==> config.mk <==
export PLATFORM = sky130hd
export DESIGN_NAME = bounded_ordered_list_engine_top
export DESIGN_NICKNAME = d
export VERILOG_FILES = /design/src/hw/rtl/bole_pkg.sv /design/src/hw/rtl/bole_cell.sv /design/src/hw/rtl/bounded_ordered_list_engine_top.sv
export SDC_FILE = /design/constraint.sdc
export NUM_CORES = 2
export LEC_CHECK = 0
export BUFFER_PORTS_ARGS = -buffer_cell sky130_fd_sc_hd__buf_2
export CORE_ASPECT_RATIO = 1.4
export CORE_MARGIN = 3
export CORE_UTILIZATION = 45
export DETAILED_ROUTE_END_ITERATION = 10
export PLACE_DENSITY = 0.62
export SLEW_MARGIN = 20
export SYNTH_ARGS = -nofsm -noshare
export SYNTH_HDL_FRONTEND = slang
export SYNTH_SLANG_ARGS = --single-unit
==> constraint.sdc <==
create_clock -name clk -period 13.4 [get_ports clk]
set_clock_uncertainty 0.05 [all_clocks]
set_input_delay 3.35 -clock clk [delete_from_list [all_inputs] [get_ports clk]]
set_output_delay 3.35 -clock clk [all_outputs]
set_load 0.005 [all_outputs]
==> src/hw/rtl/bole_pkg.sv <==
// ----------------------------------------------------------------------------
// Bounded ordered list engine package
// Sizes, command codes and the control word broadcast along the cell row.
// ----------------------------------------------------------------------------
package bole_pkg;

  localparam int CAPACITY   = 16;
  localparam int VALUE_BITS = 32;
  localparam int IDX_W      = (CAPACITY > 1) ? $clog2(CAPACITY) : 1;
  localparam int COUNT_W    = $clog2(CAPACITY + 1);

  localparam logic [3:0] OP_INS_FRONT = 4'd0;
  localparam logic [3:0] OP_INS_BACK  = 4'd1;
  localparam logic [3:0] OP_INS_AT    = 4'd2;
  localparam logic [3:0] OP_REM_FRONT = 4'd3;
  localparam logic [3:0] OP_REM_BACK  = 4'd4;
  localparam logic [3:0] OP_REM_AT    = 4'd5;
  localparam logic [3:0] OP_SEARCH    = 4'd6;
  localparam logic [3:0] OP_SELECT    = 4'd7;
  localparam logic [3:0] OP_REPLACE   = 4'd8;

  localparam logic [1:0] MODE_HOLD = 2'd0;
  localparam logic [1:0] MODE_INS  = 2'd1;
  localparam logic [1:0] MODE_REM  = 2'd2;
  localparam logic [1:0] MODE_WR   = 2'd3;

  typedef struct packed {
    logic                  step;
    logic [1:0]            mode;
    logic [COUNT_W-1:0]    idx;
    logic [COUNT_W-1:0]    cnt;
    logic [VALUE_BITS-1:0] value;
  } bole_ctrl_t;

endpackage

==> src/hw/rtl/bole_cell.sv <==
// ----------------------------------------------------------------------------
// Bounded ordered list engine: list cell
// Holds one list entry, shifts with its neighbors and matches a search key.
// ----------------------------------------------------------------------------
module bole_cell
  import bole_pkg::*;
(
  input  logic                  clk,
  input  logic [IDX_W-1:0]      cell_index,
  input  bole_ctrl_t            ctrl,
  input  logic [VALUE_BITS-1:0] left_value,
  input  logic [VALUE_BITS-1:0] right_value,
  output logic [VALUE_BITS-1:0] value,
  output logic                  match
);

  logic [COUNT_W-1:0]    my_index;
  logic [VALUE_BITS-1:0] value_next;

  assign my_index = COUNT_W'(cell_index);

  // Only cells inside the list take part in a search.
  assign match = (value == ctrl.value) && (my_index < ctrl.cnt);

  always_comb begin
    value_next = value;
    case (ctrl.mode)
      MODE_INS: begin
        if (my_index > ctrl.idx) begin
          value_next = left_value;
        end else if (my_index == ctrl.idx) begin
          value_next = ctrl.value;
        end
      end
      MODE_REM: begin
        if (my_index >= ctrl.idx) begin
          value_next = right_value;
        end
      end
      MODE_WR: begin
        if (my_index == ctrl.idx) begin
          value_next = ctrl.value;
        end
      end
      default: value_next = value;
    endcase
  end

  always_ff @(posedge clk) begin
    if (ctrl.step) begin
      value <= value_next;
    end
  end

endmodule

==> src/hw/rtl/bounded_ordered_list_engine_top.sv <==
// ----------------------------------------------------------------------------
// Bounded ordered list engine
// Ordered list of up to CAPACITY values held in a row of shifting cells.
// ----------------------------------------------------------------------------
// Each command word is registered at acceptance; in its execute cycle the
// whole cell row shifts, writes or compares at once while the result is
// loaded into the output register. in_stall stays high through the execute
// cycle, and longer if the output register is still holding an untaken
// result, so one command is in flight at a time; a new word is taken while
// a finished result waits on out_stall.
module bounded_ordered_list_engine_top
  import bole_pkg::*;
(
  input  logic                  clk,
  input  logic                  rst,
  input  logic                  in_valid,
  output logic                  in_stall,
  input  logic [3:0]            op,
  input  logic [4:0]            position,
  input  logic [31:0]           item_value,
  output logic                  out_valid,
  input  logic                  out_stall,
  output logic                  ok,
  output logic [4:0]            found_index,
  output logic [31:0]           read_value,
  output logic [4:0]            count,
  output logic                  is_empty,
  output logic                  is_full
);

  localparam logic [COUNT_W-1:0] CAP_COUNT = COUNT_W'(CAPACITY);

  logic                  busy;
  logic [3:0]            cmd_op;
  logic [4:0]            cmd_pos;
  logic [VALUE_BITS-1:0] cmd_val;
  logic [COUNT_W-1:0]    entry_count;
  logic [COUNT_W-1:0]    entry_count_next;

  logic                  exec;
  bole_ctrl_t            ctrl;
  logic [COUNT_W-1:0]    pos_ext;
  logic [COUNT_W-1:0]    eidx;
  logic                  ins_ok;
  logic                  rem_ok;
  logic                  res_ok;
  logic [COUNT_W-1:0]    res_found;
  logic [VALUE_BITS-1:0] res_read;
  logic [COUNT_W-1:0]    search_hit;
  logic [IDX_W-1:0]      read_index;

  logic [VALUE_BITS-1:0] cell_value [CAPACITY];
  logic [CAPACITY-1:0]   cell_match;

  assign in_stall = busy;
  assign exec     = busy && (!out_valid || !out_stall);
  assign pos_ext  = COUNT_W'(cmd_pos);

  always_comb begin
    eidx = '0;
    case (cmd_op)
      OP_INS_BACK: eidx = entry_count;
      OP_REM_BACK: eidx = entry_count - COUNT_W'(1);
      OP_INS_AT, OP_REM_AT, OP_REPLACE: eidx = pos_ext;
      default: eidx = '0;
    endcase
  end

  assign ins_ok = (entry_count < CAP_COUNT) && (eidx <= entry_count);
  assign rem_ok = (entry_count != '0) && (eidx < entry_count);

  // Search result: lowest matching cell, or the count when nothing matches.
  always_comb begin
    search_hit = entry_count;
    for (int i = CAPACITY - 1; i >= 0; i--) begin
      if (cell_match[i]) begin
        search_hit = COUNT_W'(i);
      end
    end
  end

  // Select past the end reads the last entry.
  assign read_index = (pos_ext < entry_count) ? cmd_pos[IDX_W-1:0]
                                              : IDX_W'(entry_count - COUNT_W'(1));

  always_comb begin
    ctrl             = '0;
    ctrl.step        = exec;
    ctrl.idx         = eidx;
    ctrl.cnt         = entry_count;
    ctrl.value       = cmd_val;
    ctrl.mode        = MODE_HOLD;
    entry_count_next = entry_count;
    res_ok           = 1'b0;
    res_found        = '0;
    res_read         = '0;
    case (cmd_op)
      OP_INS_FRONT, OP_INS_BACK, OP_INS_AT: begin
        if (ins_ok) begin
          ctrl.mode        = MODE_INS;
          entry_count_next = entry_count + COUNT_W'(1);
          res_ok           = 1'b1;
        end
      end
      OP_REM_FRONT, OP_REM_BACK, OP_REM_AT: begin
        if (rem_ok) begin
          ctrl.mode        = MODE_REM;
          entry_count_next = entry_count - COUNT_W'(1);
          res_ok           = 1'b1;
        end
      end
      OP_SEARCH: begin
        res_ok    = 1'b1;
        res_found = search_hit;
      end
      OP_SELECT: begin
        if (entry_count != '0) begin
          res_ok   = 1'b1;
          res_read = cell_value[read_index];
        end
      end
      OP_REPLACE: begin
        if (pos_ext < entry_count) begin
          ctrl.mode = MODE_WR;
          res_ok    = 1'b1;
        end
      end
      default: res_ok = 1'b0;
    endcase
  end

  for (genvar g = 0; g < CAPACITY; g++) begin : g_cell
    logic [VALUE_BITS-1:0] left_v;
    logic [VALUE_BITS-1:0] right_v;

    if (g == 0) begin : g_first
      assign left_v = '0;
    end else begin : g_mid_l
      assign left_v = cell_value[g-1];
    end
    if (g == CAPACITY - 1) begin : g_last
      assign right_v = '0;
    end else begin : g_mid_r
      assign right_v = cell_value[g+1];
    end

    bole_cell u_cell (
      .clk         (clk),
      .cell_index  (IDX_W'(g)),
      .ctrl        (ctrl),
      .left_value  (left_v),
      .right_value (right_v),
      .value       (cell_value[g]),
      .match       (cell_match[g])
    );
  end

  always_ff @(posedge clk) begin
    if (rst) begin
      busy        <= 1'b0;
      out_valid   <= 1'b0;
      entry_count <= '0;
    end else begin
      if (in_valid && !in_stall) begin
        busy <= 1'b1;
      end else if (exec) begin
        busy <= 1'b0;
      end
      if (exec) begin
        out_valid   <= 1'b1;
        entry_count <= entry_count_next;
      end else if (!out_stall) begin
        out_valid <= 1'b0;
      end
    end
  end

  always_ff @(posedge clk) begin
    if (in_valid && !in_stall) begin
      cmd_op  <= op;
      cmd_pos <= position;
      cmd_val <= item_value[VALUE_BITS-1:0];
    end
    if (exec) begin
      ok          <= res_ok;
      found_index <= 5'(res_found);
      read_value  <= 32'(res_read);
      count       <= 5'(entry_count_next);
      is_empty    <= (entry_count_next == '0);
      is_full     <= (entry_count_next == CAP_COUNT);
    end
  end

endmodule

; After elaboration in Yosys (flattened, before gate mapping)
; Cells that the tools add are included.
[word_totals]
elab_cells = 304
register_bits = 605
output_inout_bits = 47
input_bits = 45
[classes]
muxes = 100
add_sub_neg = 2
reduce_logical = 55
n_lt_le_gt_ge = 53
bitwise_logic = 2
n_eq_ne = 60
[ops]
columns = cell, n
row1 = $mux W32, 50
row2 = $pmux W32 S3, 16
row3 = $eq A32 B32 Y1, 16
row4 = $bmux W32 S4, 1
row5 = $reduce_and A3 Y1, 16
row6 = $eq A4 B5 Y1 const A, 8
row7 = $ge A4 B5 Y1 const A, 8
row8 = $gt A4 B5 Y1 const A, 8
row9 = $lt A4 B5 Y1 const A, 8
row10 = $mux W4, 9
row11 = $ne A2 B1 Y1 const B, 17
row12 = $eq A3 B5 Y1 const A, 4
row13 = $ge A3 B5 Y1 const A, 4
row14 = $gt A3 B5 Y1 const A, 4
row15 = $logic_and A1 B1 Y1, 20
row16 = $lt A3 B5 Y1 const A, 4
row17 = $reduce_or A17 Y1, 1
row18 = $eq A4 B3 Y1 const B, 4
row19 = $pmux W5 S3, 1
row20 = $mux W3, 4
row21 = $reduce_or A3 Y1, 4
row22 = $eq A2 B5 Y1 const A, 2
row23 = $ge A1 B5 Y1 const A, 2
row24 = $ge A2 B5 Y1 const A, 2
row25 = 36 further kinds, 59

; Depth between registers and ports, before layout
[logic_depth]
depth_word = 17
mapped_depth = 19

; By module
; Synthesis repeated with hierarchy kept, for this count alone.
[hier_totals]
hier_cells = 5140
hier_area_um2 = 50652.3
[modules_own_cells]
columns = module, seq_area_each_um2, instances, area_each_um2, cells_per_inst
row1 = bole_cell, 960.9, 16, 2652.5, 256
row2 = bounded_ordered_list_engine_top, 2722.6, 1, 8211.6, 1044

; Worst setup path before layout
; OpenSTA, ideal clock, no wires.
[synth_timing]
kind = input to register
from = input out_stall
to = register g_cell[0].u_cell.value[0], enable pin
arrival_ns = 5.822
setup_slack_ns = 7.096
n_path_buf = 2
required_ns = 12.918
stages = 6
path_cell_list = nand2_1 nand2_1 or3_1 clkbuf_1 buf_2 a21oi_1
[synth_via]
elab_chain_cells = 4
[synth_rtl]
columns = item, line_no
row1 = from (decl), bounded_ordered_list_engine_top.sv:22  ; input logic out_stall,
row2 = $logic_not A1 Y1, n/a
row3 = $logic_or A1 B1 Y1, bounded_ordered_list_engine_top.sv:56  ; assign exec = busy && (!out_valid || !out_stall);
row4 = $logic_and A1 B1 Y1, bounded_ordered_list_engine_top.sv:56
row5 = $reduce_and A3 Y1 (no source line), n/a
row6 = to (signal assigned), bole_cell.sv:51  ; value <= value_next;
row7 = to (decl), bole_cell.sv:13  ; output logic [VALUE_BITS-1:0] value,
; No other way between the ends.
; A chain may end at the register's enable or synchronous reset.

; Worst setup path after layout
[layout_timing]
from = register entry_count[1]
to = register g_cell[4].u_cell.value[18], data pin
[layout_via]
elab_chain_cells = 8
elab_cells_between_ends = 21
cone_classes = add/sub (1) / order compare (5) / eq/ne (4) / mux (8) / reduce/logical (3)
[layout_rtl]
columns = item, line_no
row1 = from (decl), bounded_ordered_list_engine_top.sv:37  ; logic [COUNT_W-1:0] entry_count;
row2 = from (signal assigned), bounded_ordered_list_engine_top.sv:171  ; entry_count <= entry_count_next;
row3 = $sub A5 B1 Y5, bounded_ordered_list_engine_top.sv:63  ; OP_REM_BACK: eidx = entry_count - COUNT_W'(1);
row4 = $pmux W5 S3, bounded_ordered_list_engine_top.sv:61  ; case (cmd_op)
row5 = $le A5 B5 Y1 or $lt A5 B5 Y1 (tied branches), "bounded_ordered_list_engine_top.sv:69, bounded_ordered_list_engine_top.sv:70"
row6 = "$logic_and A1 B1 Y1, on equally long branches", "bounded_ordered_list_engine_top.sv:69, bounded_ordered_list_engine_top.sv:70"
row7 = $mux W1 or $mux W2 (tied branches), "bounded_ordered_list_engine_top.sv:99, bounded_ordered_list_engine_top.sv:106"
row8 = $pmux W2 S3, bounded_ordered_list_engine_top.sv:97  ; case (cmd_op)
row9 = $eq A2 B2 Y1 or $eq A2 B1 Y1 (tied branches), bole_cell.sv:27  ; case (ctrl.mode)
row10 = $pmux W32 S3 (*), bole_cell.sv:27
row11 = net g_cell[4].u_cell.value_next[18], bole_cell.sv:18  ; logic [VALUE_BITS-1:0] value_next;
row12 = to (signal assigned), bole_cell.sv:51
row13 = to (decl), bole_cell.sv:13
; The timed path passes the listed nets; every way through them passes the cells marked *.

==> flow_summary.json <==
{
  "whs_ns": 0.4625,
  "multi_input_area_um2": 24820,
  "htree_levels": 3,
  "ctsHoldBuffers": 0,
  "ctsRootBufferMaster": "clkbuf_16",
  "regToRegEndpoint": "g_cell[4].u_cell.value[18]",
  "wl_per_cell_um": 33.07,
  "antenna_left": 0,
  "worst_pin_slew_ns": 1.293,
  "cpMaxStageDelayCell": "buf_4",
  "numClockSinks": 605,
  "p_leak_nw": 17.04,
  "cp_top_family": "buffers and inverters",
  "placed_cells": 5393,
  "via_per_inst": 6.721,
  "die_h_um": 377.2,
  "path_cells": "inv_1 -> ha_1 -> nor3b_1 -> o21ai_0 -> a221oi_2 -> buf_4 -> inv_1 -> ha_1 -> a21o_1 -> nand2b_1 -> nor3_4 -> buf_4 -> buf_4 -> buf_4 -> buf_4 -> a211oi_1 -> a21o_1",
  "synthDistinctLibCells": 81,
  "totalPowerFinal_mw": 5.535,
  "gp_congestion": 1.019,
  "clock.fmax_mhz": 132.3,
  "place_hpwl_um": 138000,
  "setup_violations": 0,
  "r2r_slack_ns": 5.84,
  "drtIter0Drc": 4625,
  "end_kind": "flip-flop",
  "cts_setup_buffers": 0,
  "hold_path_end": "out_valid",
  "critPathKind": "flip-flop to flip-flop",
  "seq_area_frac_synth_pct": 40.86,
  "port_buffers": 91,
  "cp-start-kind": "flip-flop",
  "powerDensity_nw_per_um2": 114.9,
  "area_growth_pct": 8.805,
  "cts_buffer_depth": 3,
  "first_pass_iters": 6,
  "dieArea_um2": 102300,
  "cpMostUsedCell": "buf_4",
  "critPathMaxStageDelay_ns": 0.85,
  "ir_worst_vdd_v": 0.0001232,
  "post-route-util_pct": 49.62,
  "cp_data_required_time_ns": 13.76,
  "ios": 92,
  "cp_num_buf_inv": 7,
  "drive_gt1_share_pct": 15.91,
  "ys_warn_count": 0,
  "ys.flop_type": "edfxtp_1",
  "cts_tree": "yes",
  "hp-start": "out_valid",
  "cp_data_arrival_time_ns": 7.91,
  "max-slew-margin-rel_pct": 13.03,
  "synth_seq_cells": 605,
  "period_needed_ns": 7.560,
  "crit_fanout": 76,
  "numCtsBuffers": 71,
  "r2r.worst_path.cells": 17,
  "nets": 4226,
  "wl_um": 182800,
  "die_width_um": 271.2,
  "antenna_found_initial": 20,
  "cap_violations": 0,
  "ff_latch_area_um2": 18100,
  "grt_usage_pct": 34.69,
  "outcome": "finished clean",
  "finalHoldViolations": 0,
  "period_share_pct": 56.42,
  "fin_tns_setup_ns": 0,
  "synth-async-reset-ratio_pct": 0,
  "drc": 0,
  "rows": 135,
  "rsz0062_at_grt": "no",
  "postCtsResizedCells": 0,
  "gr-total-overflow": 0,
  "initial_core_util_pct": 45.61,
  "finalWorstSetupSlack_ns": 5.840,
  "fillers": 8907,
  "synth_edf_count": 598,
  "placedInstanceArea_um2": 45890,
  "vias": 37145,
  "finalNonFillerCells": 5527,
  "grt_pass1_wl_um": 259800,
  "grt_pass1_vias": 35169,
  "syn_avg_cell_area_um2": 10.28,
  "dp_slack_ns": 6.087,
  "drv_slew": 0,
  "whs_path_depth": 2,
  "grt_max_degree": 139,
  "clk_pin_slew_worst_paths_ns": 0.07,
  "stdcell_area_um2": 48200,
  "hp-class": "flip-flop to flip-flop",
  "synth_area_um2": 44290,
  "syn-num-nets": 4364,
  "syn_inst": 4307,
  "r2r_start": "entry_count[1]",
  "core-area_um2": 97120,
  "clk_latency_ns": 0.65
}
-- state kept, by name (all words and copies together), names as in the netlist, 4 cells and up --
signal,cells
cmd_op,4
cmd_pos,5
cmd_val,32
count,5
entry_count,5
found_index,5
g_cell.u_cell.value,512
read_value,32
-- worst min-delay path: cells and delay by family, from the launching register on --
family | cells | cell delay (ns)
AOI/OAI and AO/OA | 1 | 0.07
DFF | 1 | 0.34
and+or+nand+nor | 1 | 0.07
-- worst max-delay path by stage --
| stage | to | depth (start not counted) | start | slack, ns |
|---|---|---|---|---|
| 2_1_floorplan | g_cell[0].u_cell.value[0] | 6 | out_stall | 7.10 |
| 6_report | g_cell[4].u_cell.value[18] | 17 | entry_count[1] | 5.84 |
| 4_1_cts | g_cell[4].u_cell.value[18] | 17 | entry_count[1] | 6.03 |
| 3_3_place_gp | g_cell[4].u_cell.value[1] | 17 | entry_count[0] | 6.26 |
| 5_1_grt | g_cell[4].u_cell.value[17] | 17 | entry_count[1] | 5.49 |
| 3_5_place_dp | g_cell[4].u_cell.value[18] | 17 | entry_count[1] | 6.09 |
-- cell families (layout without fill, tap and decap cells) --
group                    after synthesis  after routing  share of synthesized area [%]
XOR/XNOR                             517            517                          10.22
adder cells (fa/ha/maj)               12             12                         0.3390
flip-flops                           605            605                          40.86
buffers and inverters                434            350                          3.952
multiplexers                         737            737                          17.47
AO/OA/AOI/OAI                       1175           1175                          17.61
AND/OR/NAND/NOR                      827            827                          9.553
other                                  0              3                              0
-- Yosys cell counts, types with 7 or more instances --
library cell | number | area share (%)
nand3_1 | 36 | 0.41
mux2i_1 | 449 | 10
nor2b_1 | 42 | 0.59
ha_1 | 12 | 0.34
a221o_1 | 34 | 0.77
xnor2_1 | 136 | 2.7
a22oi_1 | 418 | 7.1
dfxtp_1 | 7 | 0.32
edfxtp_1 | 598 | 41
nand2_1 | 175 | 1.5
mux2_2 | 288 | 7.3
nor4_1 | 134 | 1.9
xor2_1 | 381 | 7.5
a21o_1 | 67 | 1.1
nor2_1 | 238 | 2.0
a21oi_1 | 34 | 0.38
nor3_2 | 7 | 0.16
clkbuf_1 | 301 | 2.6
or3_1 | 9 | 0.13
nor3b_1 | 8 | 0.14
nand4_1 | 98 | 1.4
o21ai_1 | 174 | 2.0
buf_1 | 26 | 0.22
a211oi_1 | 100 | 1.7
o21ai_0 | 266 | 3.0
o31ai_1 | 34 | 0.58
inv_1 | 17 | 0.14
nor3_1 | 30 | 0.34
buf_2 | 82 | 0.93
-- metal layers --
layer | up-vias | routed length [µm] | global-route usage [%]
met5 | - | 43 | 0
met4 | 6 | 14600 | 23.12
met2 | 1968 | 85860 | 57.17
li1 | 16180 | - | -
met3 | 435 | 13230 | 5.031
met1 | 18556 | 69010 | 42.30
-- placed cells by master (no fill, tap or decap), drive strengths merged, types with 30 or more instances in the layout --
cell    netlist  final
edfxtp      598    598
mux2i       449    449
o21ai       440    440
a22oi       418    418
xor2        381    381
mux2        288    288
nor2        242    242
buf         113    203
nand2       178    178
nor4        137    137
xnor2       136    136
a211oi      101    101
nand4        98     98
clkbuf      301     92
a21o         67     67
nor2b        42     42
nor3         38     38
nand3        37     37
o31ai        35     35
a21oi        35     35
a221o        34     34
clkinv        1     30
-- power breakdown --
| part | switching, mW | leakage (nW) | internal, mW |
|---|---|---|---|
| Sequential | 0.0710 | 5.49 | 2.20 |
| Clock | 0.856 | 1.07 | 1.07 |
| Combinational | 0.877 | 10.5 | 0.456 |
| Total | 1.80 | 17.0 | 3.73 |
-- final cells by class --
| type | instances | area share (%) |
|---|---|---|
| antenna | 3 | 0.01558 |
| clock buffer | 92 | 4.003 |
| tap | 1301 | 3.378 |
| clock inverter | 35 | 0.5192 |
| inverter | 20 | 0.1558 |
| multi-input combinational | 3268 | 51.50 |
| timing repair buffer | 203 | 2.882 |
| sequential | 605 | 37.55 |
No activity file was read; power rests on OpenSTA's default activity.
